**config.mk**
```make
export PLATFORM = sky130hd
export DESIGN_NAME = ehtc_walker
export DESIGN_NICKNAME = d
export VERILOG_FILES = /design/src/sv/ehtc_pkg.sv /design/src/sv/ehtc_walker.sv
export SDC_FILE = /design/constraint.sdc
export NUM_CORES = 1
export LEC_CHECK = 0
export BUFFER_PORTS_ARGS = -buffer_cell sky130_fd_sc_hd__buf_4
export CORE_MARGIN = 4
export CORE_UTILIZATION = 25
export DETAILED_ROUTE_END_ITERATION = 12
export PLACE_DENSITY = 0.49
export SYNTH_ARGS = -nofsm -noshare
export SYNTH_HDL_FRONTEND = slang
export SYNTH_SLANG_ARGS = --single-unit
```
**constraint.sdc**
```tcl
create_clock -name clk_i -period 2.3 [get_ports clk_i]
set_input_delay 0.46 -clock clk_i [delete_from_list [all_inputs] [get_ports clk_i]]
set_output_delay 0.46 -clock clk_i [all_outputs]
set_load 0.02 [all_outputs]
```
**src/sv/ehtc_pkg.sv**
```systemverilog
package ehtc_pkg;

  // configuration register indexes
  localparam int unsigned CfgIdxW = 2;
  localparam logic [CfgIdxW-1:0] CfgMaintGetType   = 2'd0;
  localparam logic [CfgIdxW-1:0] CfgFormatInfoType = 2'd1;

  localparam int unsigned TypeW = 7;
  localparam logic [TypeW-1:0] MaintGetTypeRst   = 7'd2;
  localparam logic [TypeW-1:0] FormatInfoTypeRst = 7'd4;

  // shortest legal format info option length
  localparam logic [7:0] FormatMinLen = 8'd2;

  typedef enum logic [1:0] {
    PH_TYPE  = 2'd0,
    PH_LEN   = 2'd1,
    PH_VALUE = 2'd2
  } phase_e;

  typedef enum logic [1:0] {
    KIND_OTHER  = 2'd0,
    KIND_MAINT  = 2'd1,
    KIND_FORMAT = 2'd2
  } kind_e;

  typedef enum logic [1:0] {
    VERDICT_OK     = 2'd0,
    VERDICT_OPTION = 2'd1,
    VERDICT_DROP   = 2'd2
  } verdict_e;

  typedef struct packed {
    logic [7:0] hdr_byte;
    logic       final_byte;
  } in_t;

  typedef struct packed {
    verdict_e    verdict;
    logic        maint_requested;
    logic        format_seen;
    logic [7:0]  format_first;
    logic [7:0]  format_second;
    logic [15:0] header_size;
  } out_t;

endpackage

```
**src/sv/ehtc_walker.sv**
```systemverilog
module ehtc_walker (
  input  logic                        clk_i,
  input  logic                        rst_ni,
  input  logic                        fire_i,
  input  ehtc_pkg::in_t               item_i,
  input  logic [ehtc_pkg::TypeW-1:0]  maint_type_i,
  input  logic [ehtc_pkg::TypeW-1:0]  format_type_i,
  output ehtc_pkg::out_t              res_o
);
  import ehtc_pkg::*;

  phase_e      phase_q, phase_d;
  kind_e       kind_q, kind_d;
  logic [7:0]  left_q, left_d;
  logic [1:0]  pos_q, pos_d;
  verdict_e    err_q, err_d;
  logic        maint_q, maint_d;
  logic        fmt_flag_q, fmt_flag_d;
  logic [7:0]  fmt0_q, fmt0_d;
  logic [7:0]  fmt1_q, fmt1_d;
  logic [15:0] cnt_q, cnt_d;
  logic [7:0]  b;

  assign b = item_i.hdr_byte;

  always_comb begin
    phase_d    = phase_q;
    kind_d     = kind_q;
    left_d     = left_q;
    pos_d      = pos_q;
    err_d      = err_q;
    maint_d    = maint_q;
    fmt_flag_d = fmt_flag_q;
    fmt0_d     = fmt0_q;
    fmt1_d     = fmt1_q;
    cnt_d      = (cnt_q == 16'hFFFF) ? cnt_q : cnt_q + 16'd1;

    if (err_q == VERDICT_OK) begin
      unique case (phase_q)
        PH_TYPE: begin
          priority if (b[TypeW-1:0] == maint_type_i) begin
            kind_d  = KIND_MAINT;
            maint_d = 1'b1;
            phase_d = PH_LEN;
          end else if (b[TypeW-1:0] == format_type_i) begin
            kind_d  = KIND_FORMAT;
            phase_d = PH_LEN;
          end else if (b[7]) begin
            err_d = VERDICT_OPTION;
          end else begin
            kind_d  = KIND_OTHER;
            phase_d = PH_LEN;
          end
        end
        PH_LEN: begin
          if (kind_q == KIND_FORMAT && b < FormatMinLen) begin
            err_d = VERDICT_OPTION;
          end else begin
            left_d  = b;
            pos_d   = 2'd0;
            phase_d = (b == 8'd0) ? PH_TYPE : PH_VALUE;
          end
        end
        PH_VALUE: begin
          if (kind_q == KIND_FORMAT && !pos_q[1]) begin
            if (pos_q[0]) begin
              fmt1_d     = b;
              fmt_flag_d = 1'b1;
            end else begin
              fmt0_d = b;
            end
          end
          if (!pos_q[1]) pos_d = pos_q + 2'd1;
          left_d = left_q - 8'd1;
          if (left_q == 8'd1) phase_d = PH_TYPE;
        end
        default: phase_d = PH_TYPE;
      endcase
    end
  end

  always_comb begin
    res_o.verdict = err_d;
    if (err_d == VERDICT_OK && phase_d != PH_TYPE) res_o.verdict = VERDICT_DROP;
    res_o.maint_requested = maint_d;
    res_o.format_seen     = fmt_flag_d;
    res_o.format_first    = fmt0_d;
    res_o.format_second   = fmt1_d;
    res_o.header_size     = cnt_d;
  end

  always_ff @(posedge clk_i or negedge rst_ni) begin
    if (!rst_ni) begin
      phase_q    <= PH_TYPE;
      kind_q     <= KIND_OTHER;
      left_q     <= '0;
      pos_q      <= '0;
      err_q      <= VERDICT_OK;
      maint_q    <= 1'b0;
      fmt_flag_q <= 1'b0;
      fmt0_q     <= '0;
      fmt1_q     <= '0;
      cnt_q      <= '0;
    end else if (fire_i) begin
      if (item_i.final_byte) begin
        // header done, start the next one clean
        phase_q    <= PH_TYPE;
        kind_q     <= KIND_OTHER;
        left_q     <= '0;
        pos_q      <= '0;
        err_q      <= VERDICT_OK;
        maint_q    <= 1'b0;
        fmt_flag_q <= 1'b0;
        fmt0_q     <= '0;
        fmt1_q     <= '0;
        cnt_q      <= '0;
      end else begin
        phase_q    <= phase_d;
        kind_q     <= kind_d;
        left_q     <= left_d;
        pos_q      <= pos_d;
        err_q      <= err_d;
        maint_q    <= maint_d;
        fmt_flag_q <= fmt_flag_d;
        fmt0_q     <= fmt0_d;
        fmt1_q     <= fmt1_d;
        cnt_q      <= cnt_d;
      end
    end
  end

endmodule

```
==> summary.md, run 1 <==
| Metric | Value |
|---|---|
| Max Transition Viols Final | 0 |
| Commonest non-fill, non-tap cell in the layout | buf_4 |
| Post-route DRC | 0 |
| Slowest stage delay, CP | 0.55 ns |
| Final setup margin | -0.277 ns |
| Syn nets | 400 |
| Pre-antenna DRT Iters | 5 |
| Mapped Avg Cell Area | between 9 and 10 um^2 |
| Final setup fails | 25 |
| Die area | 15300 um^2 |
| Max Cap Violations | 0 |
| Seq cells post-synth | 50 |
| Port bufs | 61 |
| Crit-path cells | or4_4 > nor2_4 > nand3b_1 > a221oi_2 > buf_4 > o221ai_4 > buf_6 |
| Psw | 1.27 mW |
| DP HPWL | between 7000 and 8000 um |
| # IOs | 62 |
| Wire per inst | between 15 and 20 um |
| Clock transition at the registers of the reported paths | approximately 0.070 ns |
| CTS tree | built |
| Slowest-stage cell, CP | or4_4 |
| Post-synthesis cell area | approximately 3400 um^2 |
| Final instance area | 5210 um^2 |
| Int Power | ~2.1 mW |
| Critical Path End Type | primary output |
| Die Y | between 100 and 150 um |
| Leakage | ~2.4 nW |
| DP Worst Slack | -0.255 ns |
| Worst setup path category | reg -> out |
| Warnings from Yosys | 0 |
| Post-synth EDFFs | 0 |
| Area growth syn-to-layout | 55.5% |
| Gr usage total | about 14% |
| DRT iter0 DRCs | ~280 |
| CP Data Arrival Time | between 2 and 2.5 ns |
| N_diodes | 0 |
| Top post-synthesis cells by area | dfrtp_1 (37%), mux2_2 (5.4%), xor2_1 (4.2%) |
| Clk pwr share | between 20% and 30% |
| Site row count | 42 |
| Fillers | approximately 1.3k |
| CP Launch Type | register |
| Via count of the routed design | between 3k and 4k |
| Die X | 124 um |
| Peak supply drop | 0.258 mV |
| Required time worst endpoint | 1.84 ns |
| Clock Path Buffers | 2 |
| Overall Power | 3.37 mW |
| Share of the synthesized area in the top cell type | 37.3% |
| Detail Route Antenna Nets | 0 |
| Final Hold Viols | 0 |
| Asr flop ratio synth | 100% |
| Core ar. | between 10000 and 15000 um^2 |
| Failing checks | setup timing |
| Worst Path Max Fanout | 2 |
| Cells after Synth | between 300 and 400 |
| Status | finished with violations |
| Non-filler cells, final | ~680 |
| First-pass GRT wire length | about 17000 um |
| Period utilization | 112% |
| Synth Flop Type | dfrtp_1 |
| Placed Area | between 4000 and 5000 um^2 |
| Most frequent cells in the layout | buf_4 (129), dfrtp_1 (45), nand2_1 (26) |
| Worst-margin pin slew | 0.670 ns |
| Largest net degree at the start of global routing | 51 |
| Fmax | approximately 390 MHz |
| Vias in the first global route | around 3.3k |
| Root Buffer | clkbuf_16 |
| Sequential power share | between 30% and 40% |
| Clock sink total | 50 |
| Skew-Pair Late Insertion Delay | 0.30 ns |
| Hold buffers post-CTS | 0 |
| Skew final | 0.00744 ns |
| Post-layout min period | 2.58 ns |
| Post-Route WL | about 11000 um |
| Yosys top cell by area | dfrtp_1 |
| Worst hold-check path type | in -> async |
| DR vias/cell | just under 5 |
| Share of cells above drive strength 1 | approximately 47% |
| Comb power frac | 42.9% |
| Switching Fraction | a little under two fifths |
| Starting Density | approximately 25% |
| Initial antenna violation count | 0 |
| Unrepaired setup endpoints after global routing | yes |
| Depth of the CTS H-tree | 2 |
| Nets | 531 |
| Routability congestion estimate | slightly above 0.8 |
| Power Density | roughly 650 nW/um^2 |
| Register area share after synthesis | 37.3% |
| Slew headroom | a little under three fifths |
| Number of CTS-inserted buffers | 5 |
| Yosys cell types | 62 |
| DP Cell Count | 636 |
| Gr ovfl total | 0 |
metrics by stage:
step	hold slack (ns)	setup TNS [ns]	utilization (%)
global placement	0.464	-0.428	33.2
finish	0.178	-2.45	39.5
detailed placement	0.470	-0.532	33.2
global route	0.253	-4.68	39.5
CTS	0.220	-2.57	37.5
floorplan	0.164	-0.0101	-
state kept, by name, indices dropped and copies added (netlist names):
register / count
left_q: 8
cnt_q: 16
maint_q: 1
fmt1_q: 8
fmt0_q: 8
phase_q: 2
kind_q: 2
pos_q: 2
err_q: 2
fmt_flag_q: 1
power groups by stage:
stage                     Clock, mW  Sequential [mW]  Combinational [mW]
after floorplan                   0             1.09               0.788
after global placement            0             1.11                1.27
after detailed placement          0             1.11                1.28
after CTS                     0.826             1.12                1.39
after global routing          0.858             1.14                1.57
final                         0.806             1.12                1.44
synthesized netlist by cell type (all sizes together), types with 5 or more instances:
cell type	instances
a21oi	18
a221o	5
a22o	14
and3	6
buf	14
clkbuf	16
dfrtp	50
inv	11
mux2	16
nand2	30
nand3	14
nand4	6
nor2	27
nor2b	6
nor3	12
nor3b	5
nor4	6
o21ai	14
o2bb2ai	10
xnor2	10
xor2	16
cell families (layout without fill, tap and decap cells):
group                    after synthesis  in the layout  share of synthesized area (%)
XOR/XNOR                              26             26                           6.79
AO/OA/AOI/OAI                        102            102                           22.4
adder cells (fa/ha/maj)                3              3                           1.12
buffers and inverters                 41            173                           5.56
multiplexers                          18             18                           5.97
flip-flops                            50             50                           37.3
AND/OR/NAND/NOR                      131            131                           20.9
per-layer routing:
layer,up-vias,track usage (%),wire (um)
li1,1645,-,-
met1,1667,18.7,4900
met2,45,23.5,5470
met3,5,2.18,335
met4,0,3.32,77
met5,-,0,0
path summary, 6_finish.rpt:
path | start | end | slack [ns] | cells after the start
hold reg to reg | fmt1_q[7] | fmt1_q[7] | 0.48 | 1
hold / removal | rst_ni | cnt_q[1] | 0.18 | 1
max in group asynchronous | rst_ni | cnt_q[3] | 1.63 | 1
min in group clk_i | fire_i | phase_q[1] | 0.48 | 2
setup / recovery | left_q[3] | res_o[35] | -0.28 | 7
setup reg to reg | cnt_q[1] | cnt_q[15] | 0.07 | 11
worst max-delay path: cells and delay by family (launching register included):
kind | cells | cell delay (ns)
AND/OR/NAND/NOR | 3 | 0.77
flip-flops | 1 | 0.38
AO/OA/AOI/OAI | 2 | 0.36
buffers and inverters | 2 | 0.31
cell type report:
class                      instances  area [um^2]  area share, %
multi-input combinational        280         2260           43.4
timing repair buffer             154         1280           24.5
sequential                        50         1260           24.1
tap                              176          220           4.23
clock buffer                       5          125           2.40
inverter                          11         41.3          0.792
clock inverter                     3         28.8          0.552
timing repair:
item / CTS / global route
cloned: 0 / 0
gates resized for setup: 54 / 42
buffers inserted: 24 / 15
pin swaps: 27 / 30
setup endpoints to repair: 35 / 36
Power figures use the tool's default switching activity.
==> run 2, diff against run 1 <==
==> constraint.sdc (replaced) <==
create_clock -name clk_i -period 2.3 [get_ports clk_i]
set_input_delay 0.115 -clock clk_i [delete_from_list [all_inputs] [get_ports clk_i]]
set_output_delay 0.115 -clock clk_i [all_outputs]
set_load 0.02 [all_outputs]
==> summary.md, run 2 (same netlist as run 1, synthesis figures left out) <==
| Metric | Value |
|---|---|
| Status | finished, final reports clean |
| Core ar. | about 13000 um^2 |
| Slowest stage delay, CP | 0.55 ns |
| Power Density | 720 nW/um^2 |
| Post-Route WL | 9990 um |
| Max Cap Violations | 0 |
| CP Launch Type | register |
| DRT iter0 DRCs | about 220 |
| Detail Route Antenna Nets | 0 |
| DP HPWL | about 7000 um |
| Depth of the CTS H-tree | 2 |
| Number of flip-flops in the largest register | 16 |
| Die Y | about 120 um |
| Worst setup path category | reg -> out |
| Final core utilization | about a third |
| Via count of the routed design | ~3.1k |
| DP Worst Slack | ~0.17 ns |
| Clock transition at the registers of the reported paths | around 0.080 ns |
| Crit-path cells | or4_4 > nor2_2 > nand3b_1 > a221oi_2 > o221ai_2 > buf_4 |
| Final setup margin | slightly above 0.07 ns |
| Initial antenna violation count | 0 |
| Fmax | 449 MHz |
| Critical Path End Type | primary output |
| Required time worst endpoint | between 2 and 2.5 ns |
| Worst Path Max Fanout | 3 |
| DP Cell Count | 596 |
| Pre-antenna DRT Iters | 4 |
| Hold Worst Slack | 0.131 ns |
| Clock sink total | 50 |
| DR vias/cell | approximately 5 |
| Skew-Pair Late Insertion Delay | 0.30 ns |
| Final instance area | about 4300 um^2 |
| Critical path buffer and inverter count | 1 |
| Max Transition Viols Final | 0 |
| Leakage | approximately 1.9 nW |
| First-pass GRT wire length | around 16000 um |
| Share of cells above drive strength 1 | 28.9% |
| Starting Density | between 20 and 30% |
| CP Data Arrival Time | between 2 and 2.5 ns |
| Gr ovfl total | 0 |
| Routability congestion estimate | ~0.80 |
| Gr usage total | around an eighth |
| Placed Area | 4020 um^2 |
| Slowest-stage cell, CP | or4_4 |
| Area growth syn-to-layout | 26.9% |
| Most frequent cells in the layout | buf_4 (83), dfrtp_1 (48), nand2_1 (30) |
| Site row count | 42 |
| Vias in the first global route | approximately 3.0k |
| Period utilization | 96.9% |
| Die area | approximately 15000 um^2 |
| Largest net degree at the start of global routing | a little over 50 |
| Post-layout min period | 2.23 ns |
| Slew headroom | between 40 and 50% |
| Worst-margin pin slew | ~0.84 ns |
| Port bufs | between 60 and 70 |
| Die X | 124 um |
| Post-route DRC | 0 |
| Clock Path Buffers | 2 |
| Wire per inst | approximately 16 um |
| Top reg by flops | cnt_q |
| Unrepaired setup endpoints after global routing | yes |
| Root Buffer | clkbuf_16 |
| N_diodes | 0 |
| Final setup fails | 0 |
| Skew final | roughly 0.012 ns |
| Worst hold-check path type | in -> reg |
| # IOs | 62 |
| Setup_tns | 0 ns |
| Final Hold Viols | 0 |
| Peak supply drop | roughly 0.32 mV |
| Commonest non-fill, non-tap cell in the layout | buf_4 |
| Overall Power | just over 3 mW |
| CTS tree | built |
| Nets | around 460 |
| Non-filler cells, final | between 600 and 700 |
| CP delay by family, top | simple AND/OR/NAND/NOR gates |
| Number of CTS-inserted buffers | 5 |
## run 2: path summary, 6_finish.rpt
path,cells past startpoint,from,slack [ns],endpoint
min in group asynchronous,2,rst_ni,0.40,cnt_q[1]
max,6,left_q[3],0.07,res_o[35]
max in group asynchronous,2,rst_ni,1.42,cnt_q[0]
max reg2reg,6,cnt_q[9],0.36,cnt_q[6]
min,2,item_i[4],0.13,fmt1_q[3]
min reg2reg,1,fmt1_q[7],0.49,fmt1_q[7]
## run 2: where the power goes
part	leakage (nW)	internal [mW]	switching (mW)
Combinational	1.16	0.483	0.652
Clock	0.0748	0.414	0.363
Sequential	0.679	1.00	0.148
Total	1.91	1.90	1.16
## run 2: worst register-to-register path, stage by stage (launching register included)
cell and delay [ns]:
dfrtp_1 0.44, nand3_1 0.20, or3_4 0.46, o211ai_1 0.26, buf_4 0.16, nor3_1 0.04
a311o_1 0.27
## run 2: layout make-up
type                       count  area, um^2
timing repair buffer          84         633
inverter                      11        41.3
fill                        1379        8940
multi-input combinational    280        1950
clock inverter                 3        26.3
tap                          176         220
clock buffer                   5         125
sequential                    50        1250
## run 2: what timing repair did
| action | CTS | global route |
|---|---|---|
| hold buffers | 1 | 0 |
| endpoints found under the hold margin | 50 | 0 |
| setup buffers | 2 | 2 |
| pin swaps | 3 | 3 |
| endpoints found under the setup margin | 7 | 29 |
| resized for setup | 4 | 6 |
## run 2: routing by layer
metal / global-route usage [%] / routed length, um / vias to the layer above
met1: 19.2 / 4860 / 1553
met4: 3.46 / 121 / 0
met2: 20.5 / 4660 / 56
met3: 1.63 / 353 / 9
li1: - / - / 1499
met5: 0 / 0 / -
